File: src/sv/hcbp_pkg.sv
// Shared types and constants for the Huffman code bit packer.
package hcbp_pkg;

  // Field widths
  localparam int unsigned SYM_W   = 8;
  localparam int unsigned WORD_W  = 32;
  localparam int unsigned LEN_W   = 6;
  localparam int unsigned POS_W   = 3;
  localparam int unsigned TRASH_W = 3;
  localparam int unsigned BYTE_W  = 8;

  // Table geometry and default code length limit
  localparam int unsigned TABLE_DEPTH      = 256;
  localparam int unsigned MAX_CODE_LEN_DEF = 32;

  // Bit position of the first free bit in an empty byte
  localparam logic [POS_W-1:0] TOP_BIT = 3'd7;

  // Input word kinds
  typedef enum logic [1:0] {
    KIND_LOAD   = 2'd0,
    KIND_ENCODE = 2'd1,
    KIND_FLUSH  = 2'd2
  } kind_e;

  // Table write request
  typedef struct packed {
    logic              en;
    logic [SYM_W-1:0]  addr;
    logic [WORD_W-1:0] word;
    logic [LEN_W-1:0]  len;
  } tbl_wr_t;

  // Table read request
  typedef struct packed {
    logic             en;
    logic [SYM_W-1:0] addr;
  } tbl_req_t;

  // Table read data, registered: valid in the cycle after the request
  typedef struct packed {
    logic [WORD_W-1:0] word;
    logic [LEN_W-1:0]  len;
  } tbl_rd_t;

endpackage

File: src/sv/hcbp_packer.sv
// Sequencer and shared shift/merge unit that packs codes into output bytes.
module hcbp_packer (
  input  logic                              clk_i,
  input  logic                              rst_ni,
  // input channel
  input  logic                              in_valid_i,
  output logic                              in_stall_o,
  input  logic [1:0]                        kind_i,
  input  logic [hcbp_pkg::SYM_W-1:0]        symbol_i,
  input  logic [hcbp_pkg::WORD_W-1:0]       code_bits_i,
  input  logic [hcbp_pkg::LEN_W-1:0]        code_length_i,
  // table port
  output hcbp_pkg::tbl_wr_t                 tbl_wr_o,
  output hcbp_pkg::tbl_req_t                tbl_req_o,
  input  hcbp_pkg::tbl_rd_t                 tbl_rd_i,
  // output channel
  output logic                              out_valid_o,
  input  logic                              out_stall_i,
  output logic [hcbp_pkg::BYTE_W-1:0]       out_byte_o,
  output logic                              byte_valid_o,
  output logic                              last_o,
  output logic [hcbp_pkg::TRASH_W-1:0]      trash_bits_o,
  output logic                              is_flush_o
);

  typedef enum logic [3:0] {
    ST_IDLE   = 4'b0001,
    ST_LOOKUP = 4'b0010,
    ST_PACK   = 4'b0100,
    ST_FLUSH  = 4'b1000
  } state_e;

  state_e state_q, state_d;

  logic [hcbp_pkg::WORD_W-1:0]  word_q, word_d;
  logic [hcbp_pkg::LEN_W-1:0]   rem_q, rem_d;
  logic [hcbp_pkg::BYTE_W-1:0]  pend_q, pend_d;
  logic [hcbp_pkg::POS_W-1:0]   pos_q, pos_d;

  logic                         ov_q, ov_d;
  logic [hcbp_pkg::BYTE_W-1:0]  ob_q, ob_d;
  logic                         obv_q, obv_d;
  logic                         ol_q, ol_d;
  logic [hcbp_pkg::TRASH_W-1:0] ot_q, ot_d;
  logic                         of_q, of_d;

  logic                         accept;
  logic                         can_push;

  // shift/merge unit signals
  logic [3:0]                   free;
  logic [3:0]                   take;
  logic [hcbp_pkg::LEN_W-1:0]   shamt;
  logic [hcbp_pkg::WORD_W-1:0]  shifted;
  logic [hcbp_pkg::BYTE_W-1:0]  mask;
  logic [hcbp_pkg::BYTE_W-1:0]  chunk;
  logic [hcbp_pkg::BYTE_W-1:0]  merged;
  logic [hcbp_pkg::LEN_W-1:0]   rem_after;
  logic                         byte_done;
  logic                         step_go;

  // Input handshake and table requests
  assign in_stall_o = (state_q != ST_IDLE);
  assign accept     = in_valid_i && !in_stall_o;

  assign tbl_wr_o.en   = accept && (kind_i == hcbp_pkg::KIND_LOAD);
  assign tbl_wr_o.addr = symbol_i;
  assign tbl_wr_o.word = code_bits_i;
  assign tbl_wr_o.len  = code_length_i;

  assign tbl_req_o.en   = accept && (kind_i == hcbp_pkg::KIND_ENCODE);
  assign tbl_req_o.addr = symbol_i;

  // Output register frees up when empty or being taken
  assign can_push = !ov_q || !out_stall_i;

  // Shared unit: move min(remaining, free) code bits into the pending byte
  assign free      = {1'b0, pos_q} + 4'd1;
  assign take      = (rem_q < hcbp_pkg::LEN_W'(free)) ? rem_q[3:0] : free;
  assign shamt     = rem_q - hcbp_pkg::LEN_W'(take);
  assign shifted   = word_q >> shamt;
  assign mask      = hcbp_pkg::BYTE_W'((9'd1 << take) - 9'd1);
  assign chunk     = hcbp_pkg::BYTE_W'((shifted[hcbp_pkg::BYTE_W-1:0] & mask) << (free - take));
  assign merged    = pend_q | chunk;
  assign rem_after = rem_q - hcbp_pkg::LEN_W'(take);
  assign byte_done = (take == free);
  assign step_go   = !byte_done || can_push;

  // Sequencer
  always_comb begin
    state_d = state_q;
    word_d  = word_q;
    rem_d   = rem_q;
    pend_d  = pend_q;
    pos_d   = pos_q;
    ov_d    = ov_q && out_stall_i;
    ob_d    = ob_q;
    obv_d   = obv_q;
    ol_d    = ol_q;
    ot_d    = ot_q;
    of_d    = of_q;

    unique case (state_q)
      ST_IDLE: begin
        if (accept) begin
          case (kind_i)
            hcbp_pkg::KIND_ENCODE: state_d = ST_LOOKUP;
            hcbp_pkg::KIND_FLUSH:  state_d = ST_FLUSH;
            default:               state_d = ST_IDLE;
          endcase
        end
      end
      ST_LOOKUP: begin
        word_d  = tbl_rd_i.word;
        rem_d   = tbl_rd_i.len;
        state_d = (tbl_rd_i.len == '0) ? ST_IDLE : ST_PACK;
      end
      ST_PACK: begin
        if (step_go) begin
          rem_d = rem_after;
          if (byte_done) begin
            // completed byte goes out; it is last if no full byte remains
            ov_d   = 1'b1;
            ob_d   = merged;
            obv_d  = 1'b1;
            ol_d   = (rem_after < hcbp_pkg::LEN_W'(hcbp_pkg::BYTE_W));
            ot_d   = '0;
            of_d   = 1'b0;
            pend_d = '0;
            pos_d  = hcbp_pkg::TOP_BIT;
          end else begin
            pend_d = merged;
            pos_d  = pos_q - hcbp_pkg::POS_W'(take);
          end
          if (rem_after == '0) begin
            state_d = ST_IDLE;
          end
        end
      end
      ST_FLUSH: begin
        if (can_push) begin
          ov_d = 1'b1;
          ol_d = 1'b1;
          of_d = 1'b1;
          if (pos_q != hcbp_pkg::TOP_BIT) begin
            ob_d  = pend_q;
            obv_d = 1'b1;
            ot_d  = pos_q + 3'd1;
          end else begin
            ob_d  = '0;
            obv_d = 1'b0;
            ot_d  = '0;
          end
          pend_d  = '0;
          pos_d   = hcbp_pkg::TOP_BIT;
          state_d = ST_IDLE;
        end
      end
      default: state_d = ST_IDLE;
    endcase
  end

  // Control and packing state
  always_ff @(posedge clk_i or negedge rst_ni) begin
    if (!rst_ni) begin
      state_q <= ST_IDLE;
      rem_q   <= '0;
      pend_q  <= '0;
      pos_q   <= hcbp_pkg::TOP_BIT;
      ov_q    <= 1'b0;
    end else begin
      state_q <= state_d;
      rem_q   <= rem_d;
      pend_q  <= pend_d;
      pos_q   <= pos_d;
      ov_q    <= ov_d;
    end
  end

  // Payload registers
  always_ff @(posedge clk_i) begin
    word_q <= word_d;
    ob_q   <= ob_d;
    obv_q  <= obv_d;
    ol_q   <= ol_d;
    ot_q   <= ot_d;
    of_q   <= of_d;
  end

  assign out_valid_o  = ov_q;
  assign out_byte_o   = ob_q;
  assign byte_valid_o = obv_q;
  assign last_o       = ol_q;
  assign trash_bits_o = ot_q;
  assign is_flush_o   = of_q;

endmodule

File: config.mk
export PLATFORM = sky130hd
export DESIGN_NAME = hcbp_packer
export DESIGN_NICKNAME = d
export VERILOG_FILES = /design/src/sv/hcbp_pkg.sv /design/src/sv/hcbp_packer.sv
export SDC_FILE = /design/constraint.sdc
export NUM_CORES = 1
export LEC_CHECK = 0
export ABC_CLOCK_PERIOD_IN_PS = 8029
export BUFFER_PORTS_ARGS = -buffer_cell sky130_fd_sc_hd__clkbuf_2
export CAP_MARGIN = 20
export CORE_MARGIN = 2
export CORE_UTILIZATION = 34
export CTS_CLUSTER_DIAMETER = 30
export DETAILED_ROUTE_END_ITERATION = 10
export PLACE_DENSITY_LB_ADDON = 0.1
export SLEW_MARGIN = 20
export SYNTH_ARGS = -nofsm -noshare
export SYNTH_HDL_FRONTEND = slang
export SYNTH_SLANG_ARGS = --single-unit
File: constraint.sdc
create_clock -name clk_i -period 8.03 [get_ports clk_i]
set_input_delay 1.606 -clock clk_i [delete_from_list [all_inputs] [get_ports clk_i]]
set_output_delay 1.606 -clock clk_i [all_outputs]
set_load 0.005 [all_outputs]
==> results.md <==
- Yosys top cell by area: edfxtp_1
- DP HPWL: about 11000 µm
- Slew HR: 0.4277
- Antenna violations before repair: 0
- Maximum clock rate: around 150 MHz
- Async S/R FF share, synth: 0.3235
- CTS root buf: clkbuf_16
- Reg2reg start: pos_q[0]
- Endpoints failing setup: 0
- I/O Buffers: approximately 60
- Synth Cell Area: between 5000 and 6000 µm²
- Fin crit share: 0.8288
- Synth Instances: roughly 570
- GR Layer Usage met1: 0.2135
- GR peak layer: met2
- Initial core utilization: 0.3474
- Crit path launch: pos_q[0]
- Fillcell total: 1642
- Worst setup path class: reg2reg
- Syn Nets: about 680
- Clock sinks: 68
- Met2 usage: 0.2708
- TNS Setup: 0 ns
- CORE AREA: 15890 µm²
- Most used DFF post-synth: edfxtp_1
- Reg area: approximately 1900 µm²
- Hold Slack: between 0.4 and 0.5 ns
- CP startpoint kind: flop
- Commonest cells after routing, fill and taps aside: 61 x clkbuf_2, 51 x nand2_1, 46 x edfxtp_1
- Met3 Use GR: 0.04321
- Drc violations: 0
- Die X: ~130 µm
- Yosys warnings: 0
- Wire per inst: between 15 and 20 µm
- Total CTS buffers: 9
- Worst endpoint required time: 8.13 ns
- Crit path arrival time: 6.75 ns
- # diodes: 0
- Post-CTS Resized: 0
- Register area share after synthesis: 0.3509
- Total wire length: about 14000 µm
- Endpoints failing hold: 0
- H-tree Lvls: 3
- DR iter-0 viols: between 300 and 400
- CTS tree: yes
- Total GRT Usage: 0.1668
- CTS Buffer Depth: 2
- Number of global-route vias before repair: about 4300
- Post-CTS setup buffers: 0
- Reg2Reg Depth: 18
- Crit path capture type: flop
- GP Congestion: 0.8835
- Distinct cells, synth: 77
- Synth area leaders: edfxtp_1 25%, dfrtp_1 8.2%, buf_4 7.8%
- HP Class: reg2reg
- Synth-to-layout area growth: 7.255%
- Multi-input gate area in the final layout: just under 3000 µm²
- CTS Hold Buffers Added: 0
- Yosys reg bits: between 60 and 70
- Commonest non-fill, non-tap cell in the layout: clkbuf_2
- CP Capture Point: out_byte_o[7]
- Post-route ant nets: 0
- First-pass GRT wire length: roughly 23000 µm
- CTS clk-pin slew, worst paths: 0.05 ns
- First-pass DRT Iterations: 4
- Max_cap viols: 0
- IO Count: about 160
- Layout cell share with drive strength beyond 1: 0.2456
- Nets: about 670
- R2R Setup Slk: about 1.4 ns
- Grt ovf: 0
- DIE AREA: roughly 17000 µm²
- Critical-path maximum fanout: 19
- Clock skew: around 0.0050 ns
- Synth Area per Inst: between 9 and 10 µm²
- Unrepaired setup endpoints after global routing: false
- Final Max Slew Viols: 0
- Worst skew pair latency: roughly 0.34 ns
- Synth top area share: 0.2503
- Post-synth EDFFs: between 40 and 50
- Tmin final: 6.655 ns
- Row cnt: between 40 and 50
- Vias per inst: ~5.4
- Largest net degree at the start of global routing: 36
- Status: finished, final reports clean
- Die height: roughly 130 µm
- R2R Path End: out_byte_o[7]
- Via Count: roughly 4200
- Worst-Margin Slew: between 0.8 and 0.9 ns
## logic make-up after synthesis
| kind of cell | after synthesis | synth area share |
|---|---|---|
| adders and majority gates | 19 | 0.04715 |
| and+or+nand+nor | 157 | 0.1415 |
| muxes | 71 | 0.1544 |
| buffers and inverters | 109 | 0.1156 |
| DFF | 68 | 0.3509 |
| AOI/OAI and AO/OA | 135 | 0.1764 |
| xor gates and xnor gates | 8 | 0.01406 |
## through the flow
step | cells | instance area, µm² | worst slack, ns | util
finish | 786 | 5919 | 1.375 | 0.3726
global route | 786 | 5919 | 0.6557 | 0.3726
floorplan | 567 | 5519 | 2.098 | -
global placement | 770 | 5630 | 1.650 | 0.3544
CTS | 786 | 5919 | 1.385 | 0.3726
detailed placement | 770 | 5630 | 1.366 | 0.3544
## synthesized netlist by cell type (all sizes together) (3+ instances only)
| cell type | n |
|---|---|
| or4 | 5 |
| o211ai | 3 |
| nand2b | 3 |
| a211o | 3 |
| nor2 | 37 |
| ha | 16 |
| buf | 66 |
| o2111ai | 5 |
| nor2b | 3 |
| a21oi | 21 |
| dfstp | 4 |
| nor4b | 5 |
| xor2 | 4 |
| o22ai | 6 |
| inv | 25 |
| or2 | 3 |
| nand2 | 52 |
| edfxtp | 46 |
| nor4 | 6 |
| mux2 | 23 |
| a31oi | 4 |
| nor3 | 10 |
| a22oi | 3 |
| a2111oi | 4 |
| nand3 | 12 |
| a211oi | 11 |
| a22o | 4 |
| nand3b | 3 |
| mux4 | 9 |
| or3 | 3 |
| clkbuf | 16 |
| o21ai | 37 |
| dfrtp | 18 |
| a21o | 8 |
| mux2i | 39 |
| fa | 3 |
| xnor2 | 4 |
| and3 | 8 |
| a2bb2oi | 3 |
## flip-flops by register name, summed over array words and instances (netlist names)
| signal | cells |
|---|---|
| byte_valid_o | 1 |
| is_flush_o | 1 |
| last_o | 1 |
| out_byte_o | 8 |
| out_valid_o | 1 |
| pend_q | 8 |
| pos_q | 3 |
| rem_q | 6 |
| state_q | 4 |
| trash_bits_o | 3 |
| word_q | 32 |
## worst min-delay path by stage
| stage | start | endpoint | slack, ns | cells past startpoint |
|---|---|---|---|---|
| after floorplan | pend_q[4] | pend_q[4] | 0.45 | 2 |
| after CTS | pend_q[6] | pend_q[6] | 0.49 | 2 |
| final | pend_q[6] | pend_q[6] | 0.48 | 2 |
| after detailed placement | pend_q[6] | pend_q[6] | 0.48 | 2 |
| after global routing | pend_q[7] | pend_q[7] | 0.50 | 1 |
| after global placement | pend_q[4] | pend_q[4] | 0.47 | 2 |
## critical path, stage by stage, from the launching register on
cell	delay (ns)
dfstp_2	0.63
ha_1	0.21
ha_1	0.37
xnor2_1	0.45
o2111ai_1	0.24
nand2_1	0.38
a21oi_1	0.26
ha_1	0.28
fa_1	0.83
buf_4	0.37
mux2_2	0.38
mux2i_1	0.18
mux2i_1	0.11
o2111a_1	0.25
a211oi_1	0.35
a2bb2oi_1	0.29
o22ai_2	0.15
a221o_1	0.39
a32o_1	0.27
## cell type report
cell class | count | share of cell area
clock buffers | 13 | 0.04227
clock inverters | 3 | 0.006553
inverters | 27 | 0.01712
multi-input cells | 390 | 0.4995
flip-flops and latches | 68 | 0.3272
well taps | 216 | 0.04566
repair buffers | 69 | 0.06172
## metal layers
metal  part of all wire  vias up
met5                  0        -
met4              0.020        0
met3              0.051       22
met2               0.47      126
met1               0.46     2001
li1                   -     2059
Power is not shown: default switching activity piles up to over one toggle a cycle in this logic, so the estimate is an artifact.
